**src/sv/mkey_pkg.sv**
```systemverilog
// Shared types, constants and Morse code tables for the paddle and text keyer.
// No dependencies; used by mkey_queue and morse_paddle_and_text_keyer_core.
package mkey_pkg;

    localparam int DIT_W   = 11;
    localparam int TIMER_W = 14;
    localparam int CHAR_W  = 8;
    localparam int IN_W    = 11;
    localparam int OUT_W   = 20;

    localparam logic [DIT_W-1:0]  DIT_RESET   = 11'd100;
    localparam logic [CHAR_W-1:0] MARKER_LAST = 8'h80;

    // keyer sequencing modes
    typedef enum logic [5:0] {
        M_START = 6'b000001,
        M_DIT   = 6'b000010,
        M_DAH   = 6'b000100,
        M_ECHAR = 6'b001000,
        M_EWORD = 6'b010000,
        M_ASCII = 6'b100000
    } t_mode;

    // key line phases
    typedef enum logic [3:0] {
        PH_IDLE  = 4'b0001,
        PH_MARK  = 4'b0010,
        PH_SPACE = 4'b0100,
        PH_GAP   = 4'b1000
    } t_phase;

    // Element pattern: LSB first, dah = 1, marker bit above the last element.
    function automatic logic [CHAR_W-1:0] pattern_of_char(input logic [CHAR_W-1:0] c);
        logic [CHAR_W-1:0] p;
        case (c)
            "A": p = 8'd6;   "B": p = 8'd17;  "C": p = 8'd21;  "D": p = 8'd9;
            "E": p = 8'd2;   "F": p = 8'd20;  "G": p = 8'd11;  "H": p = 8'd16;
            "I": p = 8'd4;   "J": p = 8'd30;  "K": p = 8'd13;  "L": p = 8'd18;
            "M": p = 8'd7;   "N": p = 8'd5;   "O": p = 8'd15;  "P": p = 8'd22;
            "Q": p = 8'd27;  "R": p = 8'd10;  "S": p = 8'd8;   "T": p = 8'd3;
            "U": p = 8'd12;  "V": p = 8'd24;  "W": p = 8'd14;  "X": p = 8'd25;
            "Y": p = 8'd29;  "Z": p = 8'd19;
            "0": p = 8'd63;  "1": p = 8'd62;  "2": p = 8'd60;  "3": p = 8'd56;
            "4": p = 8'd48;  "5": p = 8'd32;  "6": p = 8'd33;  "7": p = 8'd35;
            "8": p = 8'd39;  "9": p = 8'd47;
            ".": p = 8'd106; ",": p = 8'd115; "?": p = 8'd76;  "'": p = 8'd94;
            "!": p = 8'd117; "/": p = 8'd41;  "(": p = 8'd45;  ")": p = 8'd109;
            "&": p = 8'd34;  ":": p = 8'd71;  ";": p = 8'd85;  "=": p = 8'd49;
            "+": p = 8'd42;  "-": p = 8'd97;  "_": p = 8'd108; "\"": p = 8'd82;
            "$": p = 8'd200; "@": p = 8'd86;
            default: p = 8'd0;
        endcase
        return p;
    endfunction

    function automatic logic [CHAR_W-1:0] char_of_pattern(input logic [CHAR_W-1:0] p);
        logic [CHAR_W-1:0] c;
        case (p)
            8'd6:   c = "A"; 8'd17:  c = "B"; 8'd21:  c = "C"; 8'd9:   c = "D";
            8'd2:   c = "E"; 8'd20:  c = "F"; 8'd11:  c = "G"; 8'd16:  c = "H";
            8'd4:   c = "I"; 8'd30:  c = "J"; 8'd13:  c = "K"; 8'd18:  c = "L";
            8'd7:   c = "M"; 8'd5:   c = "N"; 8'd15:  c = "O"; 8'd22:  c = "P";
            8'd27:  c = "Q"; 8'd10:  c = "R"; 8'd8:   c = "S"; 8'd3:   c = "T";
            8'd12:  c = "U"; 8'd24:  c = "V"; 8'd14:  c = "W"; 8'd25:  c = "X";
            8'd29:  c = "Y"; 8'd19:  c = "Z";
            8'd63:  c = "0"; 8'd62:  c = "1"; 8'd60:  c = "2"; 8'd56:  c = "3";
            8'd48:  c = "4"; 8'd32:  c = "5"; 8'd33:  c = "6"; 8'd35:  c = "7";
            8'd39:  c = "8"; 8'd47:  c = "9";
            8'd106: c = "."; 8'd115: c = ","; 8'd76:  c = "?"; 8'd94:  c = "'";
            8'd117: c = "!"; 8'd41:  c = "/"; 8'd45:  c = "("; 8'd109: c = ")";
            8'd34:  c = "&"; 8'd71:  c = ":"; 8'd85:  c = ";"; 8'd49:  c = "=";
            8'd42:  c = "+"; 8'd97:  c = "-"; 8'd108: c = "_"; 8'd82:  c = "\"";
            8'd200: c = "$"; 8'd86:  c = "@";
            default: c = 8'd0;
        endcase
        return c;
    endfunction

endpackage

```
**src/sv/mkey_queue.sv**
```systemverilog
// Text queue for the keyer: circular buffer memory with head look-ahead read.
// Depends on mkey_pkg for the character width.
module mkey_queue #(
    parameter int DEPTH = 128
) (
    input  logic                        i_clk,
    input  logic                        i_rst_n,
    input  logic                        i_push,
    input  logic [mkey_pkg::CHAR_W-1:0] i_push_data,
    input  logic                        i_pop,
    output logic [mkey_pkg::CHAR_W-1:0] o_head_data,
    output logic [$clog2(DEPTH+1)-1:0]  o_count,
    output logic                        o_full
);
    localparam int AW = (DEPTH > 1) ? $clog2(DEPTH) : 1;
    localparam int CW = $clog2(DEPTH + 1);
    localparam logic [AW-1:0] LAST = AW'(DEPTH - 1);

    logic [mkey_pkg::CHAR_W-1:0] mem [DEPTH];
    logic [mkey_pkg::CHAR_W-1:0] r_rdata;
    logic [AW-1:0] r_head, r_tail, n_head, n_tail;
    logic [CW-1:0] r_count, n_count;

    // pointer and occupancy updates
    always_comb begin
        n_head  = i_pop  ? ((r_head == LAST) ? '0 : r_head + 1'b1) : r_head;
        n_tail  = i_push ? ((r_tail == LAST) ? '0 : r_tail + 1'b1) : r_tail;
        n_count = r_count + CW'(i_push) - CW'(i_pop);
    end

    always_ff @(posedge i_clk) begin
        if (!i_rst_n) begin
            r_head  <= '0;
            r_tail  <= '0;
            r_count <= '0;
        end else begin
            r_head  <= n_head;
            r_tail  <= n_tail;
            r_count <= n_count;
        end
    end

    // memory write, and read of the next head entry with write bypass
    always_ff @(posedge i_clk) begin
        if (i_push) begin
            mem[r_tail] <= i_push_data;
        end
        if (i_push && (r_tail == n_head)) begin
            r_rdata <= i_push_data;
        end else begin
            r_rdata <= mem[n_head];
        end
    end

    // an entry pushed into an empty queue is seen at once
    assign o_head_data = (r_count == '0) ? i_push_data : r_rdata;
    assign o_count     = r_count;
    assign o_full      = (r_count >= CW'(DEPTH));

endmodule

```
**src/sv/morse_paddle_and_text_keyer_core.sv**
```systemverilog
// Top level of the iambic paddle and text Morse keyer with paddle decoding.
// Depends on mkey_pkg and mkey_queue.
//
// Usage: each slave transaction is one millisecond tick carrying the paddle
// levels and an optional received text byte; each tick yields exactly one
// master transaction with the key line, a decoded paddle character, an echo
// of a sent text character and the queue-full flag for that tick.
// The result of a tick is in the output register on the cycle after acceptance.
// Throughput is one tick per cycle while the receiver takes results, set by the
// single pass of sequencer logic between the state registers; the queue memory
// has one write and one read port and reads the next head entry every cycle.
// The output register frees itself when taken, so a new tick is accepted in
// the same cycle as the previous result leaves. While the receiver stalls,
// the held result stays and s_tready is low, so no tick is taken.
// dit_length is written through i_cfg_wr_en / i_cfg_wr_data; the user must do so only while
// idle, as the block does not enforce it. A value of 0 acts as 1.
// Reset (synchronous, active low) returns to the start mode, empties the
// queue, clears the output valid flag and sets dit_length to 100.
module morse_paddle_and_text_keyer_core #(
    parameter int QUEUE_DEPTH = 128
) (
    input  logic                       i_clk,
    input  logic                       i_rst_n,
    input  logic                       i_cfg_wr_en,
    input  logic [mkey_pkg::DIT_W-1:0] i_cfg_wr_data,
    input  logic                       i_s_tvalid,
    output logic                       o_s_tready,
    // [0] dit_pressed, [1] dah_pressed, [2] rx_valid, [10:3] rx_byte
    input  logic [15:0]                i_s_tdata,
    output logic                       o_m_tvalid,
    input  logic                       i_m_tready,
    // [0] key_on, [1] decoded_valid, [9:2] decoded_char, [10] echo_valid,
    // [18:11] echo_char, [19] queue_full
    output logic [23:0]                o_m_tdata
);
    localparam int CW = $clog2(QUEUE_DEPTH + 1);
    localparam int TW = mkey_pkg::TIMER_W;
    localparam int CH = mkey_pkg::CHAR_W;

    logic                          accept;
    logic                          dit, dah, rx_valid;
    logic [CH-1:0]                 rx_byte, rx_fold;
    logic                          push, pop, full;
    logic [CH-1:0]                 head_data;
    logic [CW-1:0]                 q_count;
    logic                          cnt_nz, cnt_nz_after;

    logic [mkey_pkg::DIT_W-1:0]    r_dit_len;
    mkey_pkg::t_mode               r_mode, n_mode;
    mkey_pkg::t_phase              r_phase, n_phase;
    logic [CH-1:0]                 r_elem, n_elem, r_marker, n_marker;
    logic [CH-1:0]                 r_spat, n_spat, r_schar, n_schar;
    logic [TW-1:0]                 r_timer, n_timer;
    logic                          r_out_valid;
    logic [mkey_pkg::OUT_W-1:0]    r_out_data, n_out_data;

    logic [TW-1:0] dl1, dl2, dl3, dl4, dl7;
    logic          key, dv, ev;
    logic [CH-1:0] dc, ec;

    assign o_s_tready = !r_out_valid || i_m_tready;
    assign accept     = i_s_tvalid && o_s_tready;

    assign dit      = i_s_tdata[0];
    assign dah      = i_s_tdata[1];
    assign rx_valid = i_s_tdata[2];
    assign rx_byte  = i_s_tdata[10:3];

    // case folding of received letters
    assign rx_fold = ((rx_byte >= "a") && (rx_byte <= "z")) ? (rx_byte - 8'd32) : rx_byte;

    assign push         = accept && rx_valid && !full;
    assign cnt_nz       = (q_count != '0) || push;
    assign cnt_nz_after = ((q_count + CW'(push)) > CW'(pop));

    mkey_queue #(
        .DEPTH(QUEUE_DEPTH)
    ) u_queue (
        .i_clk       (i_clk),
        .i_rst_n     (i_rst_n),
        .i_push      (push),
        .i_push_data (rx_fold),
        .i_pop       (pop),
        .o_head_data (head_data),
        .o_count     (q_count),
        .o_full      (full)
    );

    // phase lengths from the dit length
    always_comb begin
        dl1 = (r_dit_len == '0) ? TW'(1) : TW'(r_dit_len);
        dl2 = dl1 << 1;
        dl3 = dl1 + dl2;
        dl4 = dl1 << 2;
        dl7 = (dl1 << 3) - dl1;
    end

    // one tick of the keyer sequencer
    always_comb begin
        n_mode   = r_mode;
        n_phase  = r_phase;
        n_elem   = r_elem;
        n_marker = r_marker;
        n_spat   = r_spat;
        n_schar  = r_schar;
        n_timer  = r_timer;
        pop      = 1'b0;
        key      = 1'b0;
        dv       = 1'b0;
        dc       = '0;
        ev       = 1'b0;
        ec       = '0;

        // choose the next phase when the key line is idle
        if (n_phase == mkey_pkg::PH_IDLE) begin
            unique case (n_mode)
                mkey_pkg::M_DIT: begin
                    n_marker = n_marker << 1;
                    n_phase  = mkey_pkg::PH_MARK;
                    n_timer  = dl1;
                end
                mkey_pkg::M_DAH: begin
                    n_elem   = n_elem | n_marker;
                    n_marker = n_marker << 1;
                    n_phase  = mkey_pkg::PH_MARK;
                    n_timer  = dl3;
                end
                mkey_pkg::M_ECHAR: begin
                    n_phase = mkey_pkg::PH_GAP;
                    n_timer = dl2;
                end
                mkey_pkg::M_EWORD: begin
                    n_phase = mkey_pkg::PH_GAP;
                    n_timer = dl4;
                end
                mkey_pkg::M_ASCII: begin
                    if (n_spat > 8'd1) begin
                        n_phase = mkey_pkg::PH_MARK;
                        n_timer = n_spat[0] ? dl3 : dl1;
                    end else if (n_spat == 8'd1) begin
                        n_spat  = '0;
                        n_phase = mkey_pkg::PH_GAP;
                        n_timer = dl2;
                    end else if (!cnt_nz) begin
                        n_mode = mkey_pkg::M_START;
                    end else begin
                        pop     = accept;
                        n_schar = head_data;
                        n_spat  = mkey_pkg::pattern_of_char(head_data);
                        if (n_spat > 8'd1) begin
                            n_phase = mkey_pkg::PH_MARK;
                            n_timer = n_spat[0] ? dl3 : dl1;
                        end else begin
                            n_spat  = '0;
                            n_phase = mkey_pkg::PH_GAP;
                            n_timer = dl7;
                        end
                    end
                end
                default: begin
                    n_elem   = '0;
                    n_marker = 8'd1;
                    if (cnt_nz) begin
                        n_mode = mkey_pkg::M_ASCII;
                    end else if (dit) begin
                        n_mode = mkey_pkg::M_DIT;
                    end else if (dah) begin
                        n_mode = mkey_pkg::M_DAH;
                    end else begin
                        n_mode = mkey_pkg::M_START;
                    end
                end
            endcase
        end

        // run the timed phase and close it on its last tick
        if (n_phase != mkey_pkg::PH_IDLE) begin
            key = (n_phase == mkey_pkg::PH_MARK);
            if (n_timer > TW'(1)) begin
                n_timer = n_timer - 1'b1;
            end else if (n_phase == mkey_pkg::PH_MARK) begin
                n_phase = mkey_pkg::PH_SPACE;
                n_timer = dl1;
            end else begin
                n_phase = mkey_pkg::PH_IDLE;
                n_timer = '0;
                unique case (n_mode)
                    mkey_pkg::M_DIT: begin
                        if (n_marker == mkey_pkg::MARKER_LAST) begin
                            n_mode = mkey_pkg::M_ECHAR;
                        end else if (dah) begin
                            n_mode = mkey_pkg::M_DAH;
                        end else if (!dit) begin
                            n_mode = mkey_pkg::M_ECHAR;
                        end
                    end
                    mkey_pkg::M_DAH: begin
                        if (n_marker == mkey_pkg::MARKER_LAST) begin
                            n_mode = mkey_pkg::M_ECHAR;
                        end else if (dit) begin
                            n_mode = mkey_pkg::M_DIT;
                        end else if (!dah) begin
                            n_mode = mkey_pkg::M_ECHAR;
                        end
                    end
                    mkey_pkg::M_ECHAR: begin
                        dv       = 1'b1;
                        dc       = mkey_pkg::char_of_pattern(n_elem | n_marker);
                        n_elem   = '0;
                        n_marker = 8'd1;
                        if (dit) begin
                            n_mode = mkey_pkg::M_DIT;
                        end else if (dah) begin
                            n_mode = mkey_pkg::M_DAH;
                        end else begin
                            n_mode = mkey_pkg::M_EWORD;
                        end
                    end
                    mkey_pkg::M_ASCII: begin
                        if (n_spat > 8'd1) begin
                            n_spat = n_spat >> 1;
                            if (n_spat <= 8'd1) begin
                                n_spat  = '0;
                                n_phase = mkey_pkg::PH_GAP;
                                n_timer = dl2;
                            end
                        end else begin
                            ev     = 1'b1;
                            ec     = n_schar;
                            n_spat = '0;
                            if (!cnt_nz_after) begin
                                n_mode = mkey_pkg::M_START;
                            end
                        end
                    end
                    default: begin
                        n_mode = mkey_pkg::M_START;
                    end
                endcase
            end
        end

        n_out_data = {full, ec, ev, dc, dv, key};
    end

    // state and result registers
    always_ff @(posedge i_clk) begin
        if (!i_rst_n) begin
            r_dit_len   <= mkey_pkg::DIT_RESET;
            r_mode      <= mkey_pkg::M_START;
            r_phase     <= mkey_pkg::PH_IDLE;
            r_elem      <= '0;
            r_marker    <= 8'd1;
            r_spat      <= '0;
            r_schar     <= '0;
            r_timer     <= '0;
            r_out_valid <= 1'b0;
        end else begin
            if (i_cfg_wr_en) begin
                r_dit_len <= i_cfg_wr_data;
            end
            if (accept) begin
                r_mode      <= n_mode;
                r_phase     <= n_phase;
                r_elem      <= n_elem;
                r_marker    <= n_marker;
                r_spat      <= n_spat;
                r_schar     <= n_schar;
                r_timer     <= n_timer;
                r_out_valid <= 1'b1;
            end else if (i_m_tready) begin
                r_out_valid <= 1'b0;
            end
        end
    end

    always_ff @(posedge i_clk) begin
        if (accept) begin
            r_out_data <= n_out_data;
        end
    end

    assign o_m_tvalid = r_out_valid;
    assign o_m_tdata  = {4'b0000, r_out_data};

endmodule
```
**config.mk**
```make
export PLATFORM = sky130hd
export DESIGN_NAME = morse_paddle_and_text_keyer_core
export DESIGN_NICKNAME = d
export VERILOG_FILES = /design/src/sv/mkey_pkg.sv /design/src/sv/mkey_queue.sv /design/src/sv/morse_paddle_and_text_keyer_core.sv
export SDC_FILE = /design/constraint.sdc
export NUM_CORES = 2
export LEC_CHECK = 0
export ABC_AREA = 1
export ABC_CLOCK_PERIOD_IN_PS = 7750
export BUFFER_PORTS_ARGS = -buffer_cell sky130_fd_sc_hd__buf_2
export CORE_UTILIZATION = 55
export DETAILED_ROUTE_END_ITERATION = 7
export PLACE_DENSITY = 0.81
export SLEW_MARGIN = 20
export SYNTH_ARGS = -nofsm -noshare
export SYNTH_HDL_FRONTEND = slang
export SYNTH_SLANG_ARGS = --single-unit
```
**constraint.sdc**
```tcl
create_clock -name i_clk -period 7.75 [get_ports i_clk]
set_clock_uncertainty 0.1 [all_clocks]
set_input_delay 1.1625 -clock i_clk [delete_from_list [all_inputs] [get_ports i_clk]]
set_output_delay 1.1625 -clock i_clk [all_outputs]
set_load 0.01 [all_outputs]
```
# Word level (Yosys, flattened, before mapping)
# Memory sizes are Yosys's and may differ from the RTL's. A register that Yosys moved wholly into a read port is not among the register bits.
# Index checks and enable logic that the tools add are counted.
[classes]
n_addsub = 8
n_reduce_logical = 21
n_bitwise = 5
n_lt_le_gt_ge = 9
mux = 100
n_eq_ne = 16
[ops]
columns = ["op", "count"]
rows = [
  ["two-way mux 8 bit", 34],
  ["two-way mux 14 bit", 7],
  ["two-way mux 6 bit", 16],
  ["case mux 14 bit (5 select lines)", 1],
  ["two-way mux 12 bit", 4],
  ["two-way mux 4 bit", 11],
  ["case mux 8 bit (2 select lines)", 2],
  ["two-way mux 7 bit", 4],
  ["two-way mux 13 bit", 2],
  ["greater-than comparator 8 x 1 -> 1 bit, second input constant", 3],
  ["case mux 6 bit (4 select lines)", 1],
  ["bitwise OR 8 bit", 2],
  ["OR reduction 4 bit", 4],
  ["adder 7 x 1 -> 7 bit, second input constant", 2],
  ["== test 7 bit, second input constant", 2],
  ["greater-than comparator 14 x 1 -> 1 bit, second input constant", 1],
  ["subtractor 14 x 1 -> 14 bit, second input constant", 1],
  ["subtractor 14 x 11 -> 14 bit", 1],
  ["adder 11 x 12 -> 13 bit", 1],
  ["== test 6 x 2 -> 1 bit, second input constant", 2],
  ["== test 6 x 3 -> 1 bit, second input constant", 2],
  ["== test 6 x 4 -> 1 bit, second input constant", 2],
  ["== test 6 bit, second input constant", 2],
  ["case mux 4 bit (3 select lines)", 1],
  ["30 further kinds", 51],
]
[totals]
ram_bits = 1024
n_memories = 3
register_bits = 110
output_inout_bits = 26
mem_bits_ro = 2816
in_bits = 32
[mem_list]
columns = ["memory", "depth", "word_bits", "rd", "rd_clocked_by_memory_dff", "write_ports", "line", "text"]
rows = [
  ["(name not given)", 256, 7, 1, 1, 0, "mkey_pkg.sv:58", "case (p)"],
  ["(name not given)", 128, 8, 1, 0, 0, "mkey_pkg.sv:35", "case (c)"],
  ["u_queue.mem", 128, 8, 1, 1, 1, "mkey_queue.sv:19", "logic [mkey_pkg::CHAR_W-1:0] mem [DEPTH];"],
]

# Logic depth before layout (Yosys ltp)
[logic_depth]
ltp_word = 25
depth_mapped = 50
ltp_nobuf = 44

# Hierarchy
# From an unflattened synthesis, not the netlist that was laid out.
[hier_totals]
hier_cells = 5440
area_unflattened_um2 = 53359.9
[by_module_without_submodules]
columns = ["mod", "instances", "cells_per_inst", "area_each_um2"]
rows = [
  ["mkey_queue", 1, 3722, 43359.1],
  ["morse_paddle_and_text_keyer_core", 1, 1718, 10000.8],
]

# Least setup slack after synthesis
# Ideal clock, no wire load.
[synth_timing]
path_kind = "input to register"
startpoint = "in i_s_tdata[6]"
endpoint = "reg r_timer[11]"
path_buffers = 2
t_arrival_ns = 7.761
required_ns = 7.522
setup_slack_ns = -0.238
cell_stages = 31
setup_ns = 0.128
path_cell_list = "nor3_1 nand2_1 o211ai_1 inv_1 a21oi_1 nor2_1 inv_1 nand2_4 nand2_4 nand3_1 nand2_1 nand3_1 nor2_4 nand2_4 buf_6 o21ai_0 nor2_1 o21ai_0 nand2_1 nand2_1 ha_1 o211ai_1 nor2_1 nand2_2 buf_6 nand2_1 nand2_1 nand2_1 nand2_1 nor2_1 nor2_1"
[synth_via]
elab_chain_cells = 25
elab_cells_between_ends = 45
classes_between = "add/sub (2); order compare (6); eq/ne (2); mux (33); reduce/logical (1); memory (1)"
[synth_lines]
columns = ["item", "line", "text"]
rows = [
  ["start: declaration", "morse_paddle_and_text_keyer_core.sv:29", "input logic [15:0] i_s_tdata,"],
  [">= comparator 8 x 7 -> 1 bit or <= comparator 8 x 7 -> 1 bit (tied branches)", "morse_paddle_and_text_keyer_core.sv:70", "assign rx_fold = ((rx_byte >= \"a\") && (rx_byte <= \"z\")) ? (rx_byte - 8'd32) : rx_byte;"],
  ["logical AND 1 bit", "morse_paddle_and_text_keyer_core.sv:70", ""],
  ["two-way mux 8 bit (*)", "morse_paddle_and_text_keyer_core.sv:70", ""],
  ["net rx_fold[6]", "morse_paddle_and_text_keyer_core.sv:42", "logic [CH-1:0] rx_byte, rx_fold;"],
  ["two-way mux 8 bit (*)", "mkey_queue.sv:56", "assign o_head_data = (r_count == '0) ? i_push_data : r_rdata;"],
  ["memory (128 x 8 bit) (*)", "-", ""],
  ["two-way mux 8 bit (*)", "mkey_pkg.sv:35", ""],
  ["two-way mux 8 bit (*)", "morse_paddle_and_text_keyer_core.sv:144", "end else if (!cnt_nz) begin"],
  ["[... 10 more ...]", "-", ""],
  ["two-way mux 8 bit", "morse_paddle_and_text_keyer_core.sv:115", "if (n_phase == mkey_pkg::PH_IDLE) begin"],
  ["<= comparator 7 x 1 -> 1 bit", "morse_paddle_and_text_keyer_core.sv:222", "if (n_spat <= 8'd1) begin"],
  ["two-way mux 12 bit", "morse_paddle_and_text_keyer_core.sv:222", ""],
  ["two-way mux 12 bit", "morse_paddle_and_text_keyer_core.sv:220", "if (n_spat > 8'd1) begin"],
  ["two-way mux 12 bit", "morse_paddle_and_text_keyer_core.sv:187", "unique case (n_mode)"],
  ["two-way mux 12 bit", "morse_paddle_and_text_keyer_core.sv:181", "end else if (n_phase == mkey_pkg::PH_MARK) begin"],
  ["two-way mux 14 bit", "morse_paddle_and_text_keyer_core.sv:179", "if (n_timer > TW'(1)) begin"],
  ["two-way mux 14 bit (*)", "morse_paddle_and_text_keyer_core.sv:177", "if (n_phase != mkey_pkg::PH_IDLE) begin"],
  ["end signal: assignment", "morse_paddle_and_text_keyer_core.sv:269", "r_timer <= n_timer;"],
  ["end: declaration", "morse_paddle_and_text_keyer_core.sv:53", "logic [TW-1:0] r_timer, n_timer;"],
]
# The timed path passes the listed nets; every way through them passes the cells marked *. The select of a mux whose other input is x is not followed.
# A chain may end at the register's enable or synchronous reset.

==> out/metrics.csv <==
stage;metric;value;unit
worst_hold_path;hold_sp;r_marker[5]$_SDFFE_PN0P_;
drt;vias per inst;6.10;
clocking;clk_lat worst skew;0.70;ns
logic_synthesis;proportion of netlist area held by the largest area contributor;0.596;
grt;first-pass GRT wire length;214000;um
floorplan;vertical die dimension;311;um
critical_path;number of buffers and inverters on the critical path;5;
placement;Detail Placement HPWL;82900;um
logic_synthesis;largest family of logic cells by synthesized area;simple AND/OR/NAND/NOR gates;
critical_path;Crit. End Element;register;
critical_path;nature of the critical path startpoint;register;
clocking;cell at the root of the clock tree;sky130_fd_sc_hd__clkbuf_16;
sta;RSZ-0062 raised after global routing;no;
sta;Hold Vio Cnt, Final;0;
logic_synthesis;mean area per synthesized cell;10.0;um2
logic_synthesis;synthesized-area fraction occupied by xor and xnor cells;0.00417;
clocking;H-tree levels;3;
grt;via count of the first global-routing pass;38000;
pwr;Pwr per Cell Area;237;nW/um2
critical_path;kind of critical path;reg -> reg;
logic_synthesis;library cell occupying the most area in the post-synthesis netlist;sky130_fd_sc_hd__edfxtp_1;
sta;fmax;0.142;GHz
drt;detailed-route via count;39800;
sta;transition time of the tightest slew-check pin;1.15;ns
floorplan;Core Rows;112;
clocking;number of sinks on the clock net;1140;
status;violations in the final reports;DRC;
floorplan;Die Wd;311;um
status;outcome;finished with violations;
clocking;cells resized by post-CTS repair;0;
critical_path;cell family with most CP delay;simple AND/OR/NAND/NOR gates;
drt;detailed-route wire length;140000;um
layout;area delta synth->final;8.59;%
logic_synthesis;Unique masters post-synth;64;
logic_synthesis;top cells by area in the synthesized netlist;sky130_fd_sc_hd__edfxtp_1 (60%), sky130_fd_sc_hd__nand2_1 (10%), sky130_fd_sc_hd__nand3_1 (9.6%);
clocking;Hold Buf Count CTS;0;
layout;proportion of layout cells with a drive suffix above 1;0.0715;
logic_synthesis;number of warning messages in the yosys log;0;
drt;DRC violations left;2;
critical_path;CP dominant cell by count;sky130_fd_sc_hd__nand2_1;
floorplan;starting density of the core;0.559;
pwr;IR drop worst, VDD;206;uV
logic_synthesis;share of synthesized cell area in and, or, nand and nor gates;0.246;
grt;met3 track demand over resource in global routing;0.0545;
floorplan;top-level I/O count;58;
sta;Final min period;7.04;ns
layout;post-route cell area;57000;um2
logic_synthesis;Netlist Area Pre-Place;52500;um2
flow_run;# Max-Cap Violations;0;
clocking;TritonCTS Buffers;111;
floorplan;core region area;93900;um2
clocking;Longest Clk Path Bufs;3;
logic_synthesis;register area share after synthesis;0.633;
grt;met2 layer usage reported by global route;0.447;
worst_hold_path;worst hold path stage count;2;
critical_path;number of gates on the worst path with buffers counted;40;
critical_path;critical-path maximum fanout;169;
layout;area taken by flip-flops and latches;33300;um2
logic_synthesis;number of enable flip-flop cells after synthesis;1043;
critical_path;longest individual stage delay on the worst path;0.52;ns
placement;IO Port Bufs;47;
layout;FILL cells;7253;
grt;met1 Usage GRT;0.385;
worst_hold_path;type of the tightest min-delay check;reg -> reg;
grt;GRT Total Usage;0.284;
sta;number of setup violations in the final report;0;
clocking;clock slew seen by the registers of the worst setup and hold paths;0.06;ns
logic_synthesis;fraction of synthesized area in multiplexers;0;
placement;GPL Wtd Cong;0.948;
clocking;clock tree from TritonCTS;yes;
drt;Pre-antenna DRT Iters;8;
critical_path;arrival time at the worst endpoint;7.53;ns
grt;total global routing overflow;0;
drt;count of routing violations after the opening detailed-route iteration;5574;
logic_synthesis;cell count after synthesis;5242;
clocking;post-CTS setup buffer count;0;
logic_synthesis;number of synthesized register bits;1140;
drt;post-route antenna net violation count;0;
layout;number of nets in the layout;5265;
sta;Setup TNS Final;0;ns
layout;multi-input combinational cell area;16500;um2
grt;largest net degree at the start of global routing;170;
sta;max-slew headroom at the worst pin;0.225;
logic_synthesis;share of async-settable or async-resettable flops after synthesis;0;
floorplan;die area;96700;um2
critical_path;library cell contributing the largest single delay on the critical path;sky130_fd_sc_hd__buf_12;
critical_path;depth of the worst register-to-register path;40;
grt;antenna violations before repair;1;
sta;Final Cycle Share;0.909;
logic_synthesis;Top FF cell, synth;sky130_fd_sc_hd__edfxtp_1;
grt;busiest metal layer after global routing;met2;
sta;number of max-slew violations in the final report;0;
placement;standard cell area after detailed placement;53500;um2
logic_synthesis;compound-cell area share of the yosys netlist;0.0519;
drt;routed wirelength normalized by instance count;21.4;um
logic_synthesis;adder-cell share of the synthesized area;0.0111;
critical_path;required time reported for the critical path endpoint;8.23;ns
pwr;Pleak;20.9;nW
[state kept, by name, summed over array words and instances (netlist names), 4 cells and up, named ones only]
register,count
u_queue.mem,1024
r_out_data,19
r_timer,14
r_dit_len,11
r_elem,8
r_marker,8
r_schar,8
r_spat,8
u_queue.o_count,8
u_queue.r_head,7
u_queue.r_tail,7
r_mode,6
r_phase,4
[layout by cell type, fill, tap and decap left out, types with 18 or more instances in the layout]
| master | instances |
|---|---|
| sky130_fd_sc_hd__dfxtp_1 | 93 |
| sky130_fd_sc_hd__o211ai_1 | 18 |
| sky130_fd_sc_hd__nand2_1 | 1463 |
| sky130_fd_sc_hd__o21ai_1 | 38 |
| sky130_fd_sc_hd__buf_12 | 20 |
| sky130_fd_sc_hd__a21oi_1 | 134 |
| sky130_fd_sc_hd__o221ai_1 | 29 |
| sky130_fd_sc_hd__clkbuf_16 | 112 |
| sky130_fd_sc_hd__nor2_1 | 404 |
| sky130_fd_sc_hd__inv_1 | 243 |
| sky130_fd_sc_hd__o21ai_0 | 140 |
| sky130_fd_sc_hd__buf_4 | 59 |
| sky130_fd_sc_hd__clkinv_1 | 25 |
| sky130_fd_sc_hd__buf_2 | 42 |
| sky130_fd_sc_hd__clkinv_2 | 20 |
| sky130_fd_sc_hd__edfxtp_1 | 1043 |
| sky130_fd_sc_hd__ha_1 | 45 |
| sky130_fd_sc_hd__inv_2 | 18 |
| sky130_fd_sc_hd__nand2_2 | 18 |
| sky130_fd_sc_hd__nand3_1 | 1009 |
| sky130_fd_sc_hd__nor3_1 | 27 |
| sky130_fd_sc_hd__nand4_1 | 21 |
| sky130_fd_sc_hd__xor2_1 | 18 |
| sky130_fd_sc_hd__clkbuf_1 | 23 |
| sky130_fd_sc_hd__o22ai_1 | 23 |
[worst min-delay path: stages, from the launching register on]
cell,delay (ns)
sky130_fd_sc_hd__dfxtp_1,0.31
sky130_fd_sc_hd__nand2_1,0.06
sky130_fd_sc_hd__a21oi_1,0.06
[cell type report]
type / count / area share
Clock buffer: 144 / 0.0528
Antenna cell: 2 / 0.0000878
Multi-Input combinational cell: 3538 / 0.290
Tap cell: 1254 / 0.0275
Sequential cell: 1140 / 0.583
Timing Repair Buffer: 121 / 0.0185
Inverter: 275 / 0.0186
Clock inverter: 53 / 0.00932
[worst paths after layout]
check	slack [ns]	end
worst max-delay path	0.71	r_timer[6]$_SDFFE_PN0P_
worst min-delay path	0.37	r_marker[5]$_SDFFE_PN0P_
worst max register to register	0.71	r_timer[6]$_SDFFE_PN0P_
worst min register to register	0.37	r_marker[5]$_SDFFE_PN0P_
[per-layer routing]
| layer | wire length, um | vias to the layer above |
|---|---|---|
| li1 | - | 18100 |
| met1 | 53900 | 18900 |
| met2 | 64600 | 2487 |
| met3 | 15500 | 376 |
| met4 | 5680 | 0 |
| met5 | 0 | - |
[where the power goes]
| group | switching, W | internal [W] |
|---|---|---|
| clock | 0.00227 | 0.00303 |
| sequential | 0.0000247 | 0.00675 |
| combinational | 0.00106 | 0.000372 |
| total | 0.00335 | 0.0101 |
[cells by family after synthesis]
family          Yosys count
other cells               1
flops                  1140
fa+ha+maj                46
xor+xnor                 25
simple gates           3000
buf+inv                 568
compound gates          462
[cells in the mapped netlist (23+ instances only)]
| cell | n |
|---|---|
| sky130_fd_sc_hd__nor3_1 | 28 |
| sky130_fd_sc_hd__o22ai_1 | 23 |
| sky130_fd_sc_hd__buf_6 | 33 |
| sky130_fd_sc_hd__o221ai_1 | 29 |
| sky130_fd_sc_hd__o21ai_0 | 140 |
| sky130_fd_sc_hd__clkbuf_1 | 66 |
| sky130_fd_sc_hd__nand2_1 | 1464 |
| sky130_fd_sc_hd__edfxtp_1 | 1043 |
| sky130_fd_sc_hd__dfxtp_1 | 97 |
| sky130_fd_sc_hd__nand3_1 | 1009 |
| sky130_fd_sc_hd__a21oi_1 | 135 |
| sky130_fd_sc_hd__buf_4 | 67 |
| sky130_fd_sc_hd__nor2_1 | 405 |
| sky130_fd_sc_hd__inv_1 | 247 |
| sky130_fd_sc_hd__o21ai_1 | 38 |
| sky130_fd_sc_hd__buf_2 | 108 |
| sky130_fd_sc_hd__ha_1 | 45 |
[metrics by stage]
step / setup slack [ns] / total power (W) / hold WS (ns) / cells / util
after CTS: 0.931 / 0.0135 / 0.367 / 6525 / 0.607
final: 0.707 / 0.0135 / 0.366 / 6527 / 0.607
after floorplan: 1.18 / 0.00789 / 0.342 / 5246 / -
after global placement: 0.989 / 0.00827 / 0.351 / 6328 / 0.570
after detailed placement: 0.958 / 0.00828 / 0.357 / 6328 / 0.570
after global routing: 0.145 / 0.0139 / 0.381 / 6526 / 0.607
No activity file was read; power rests on OpenSTA's default activity.
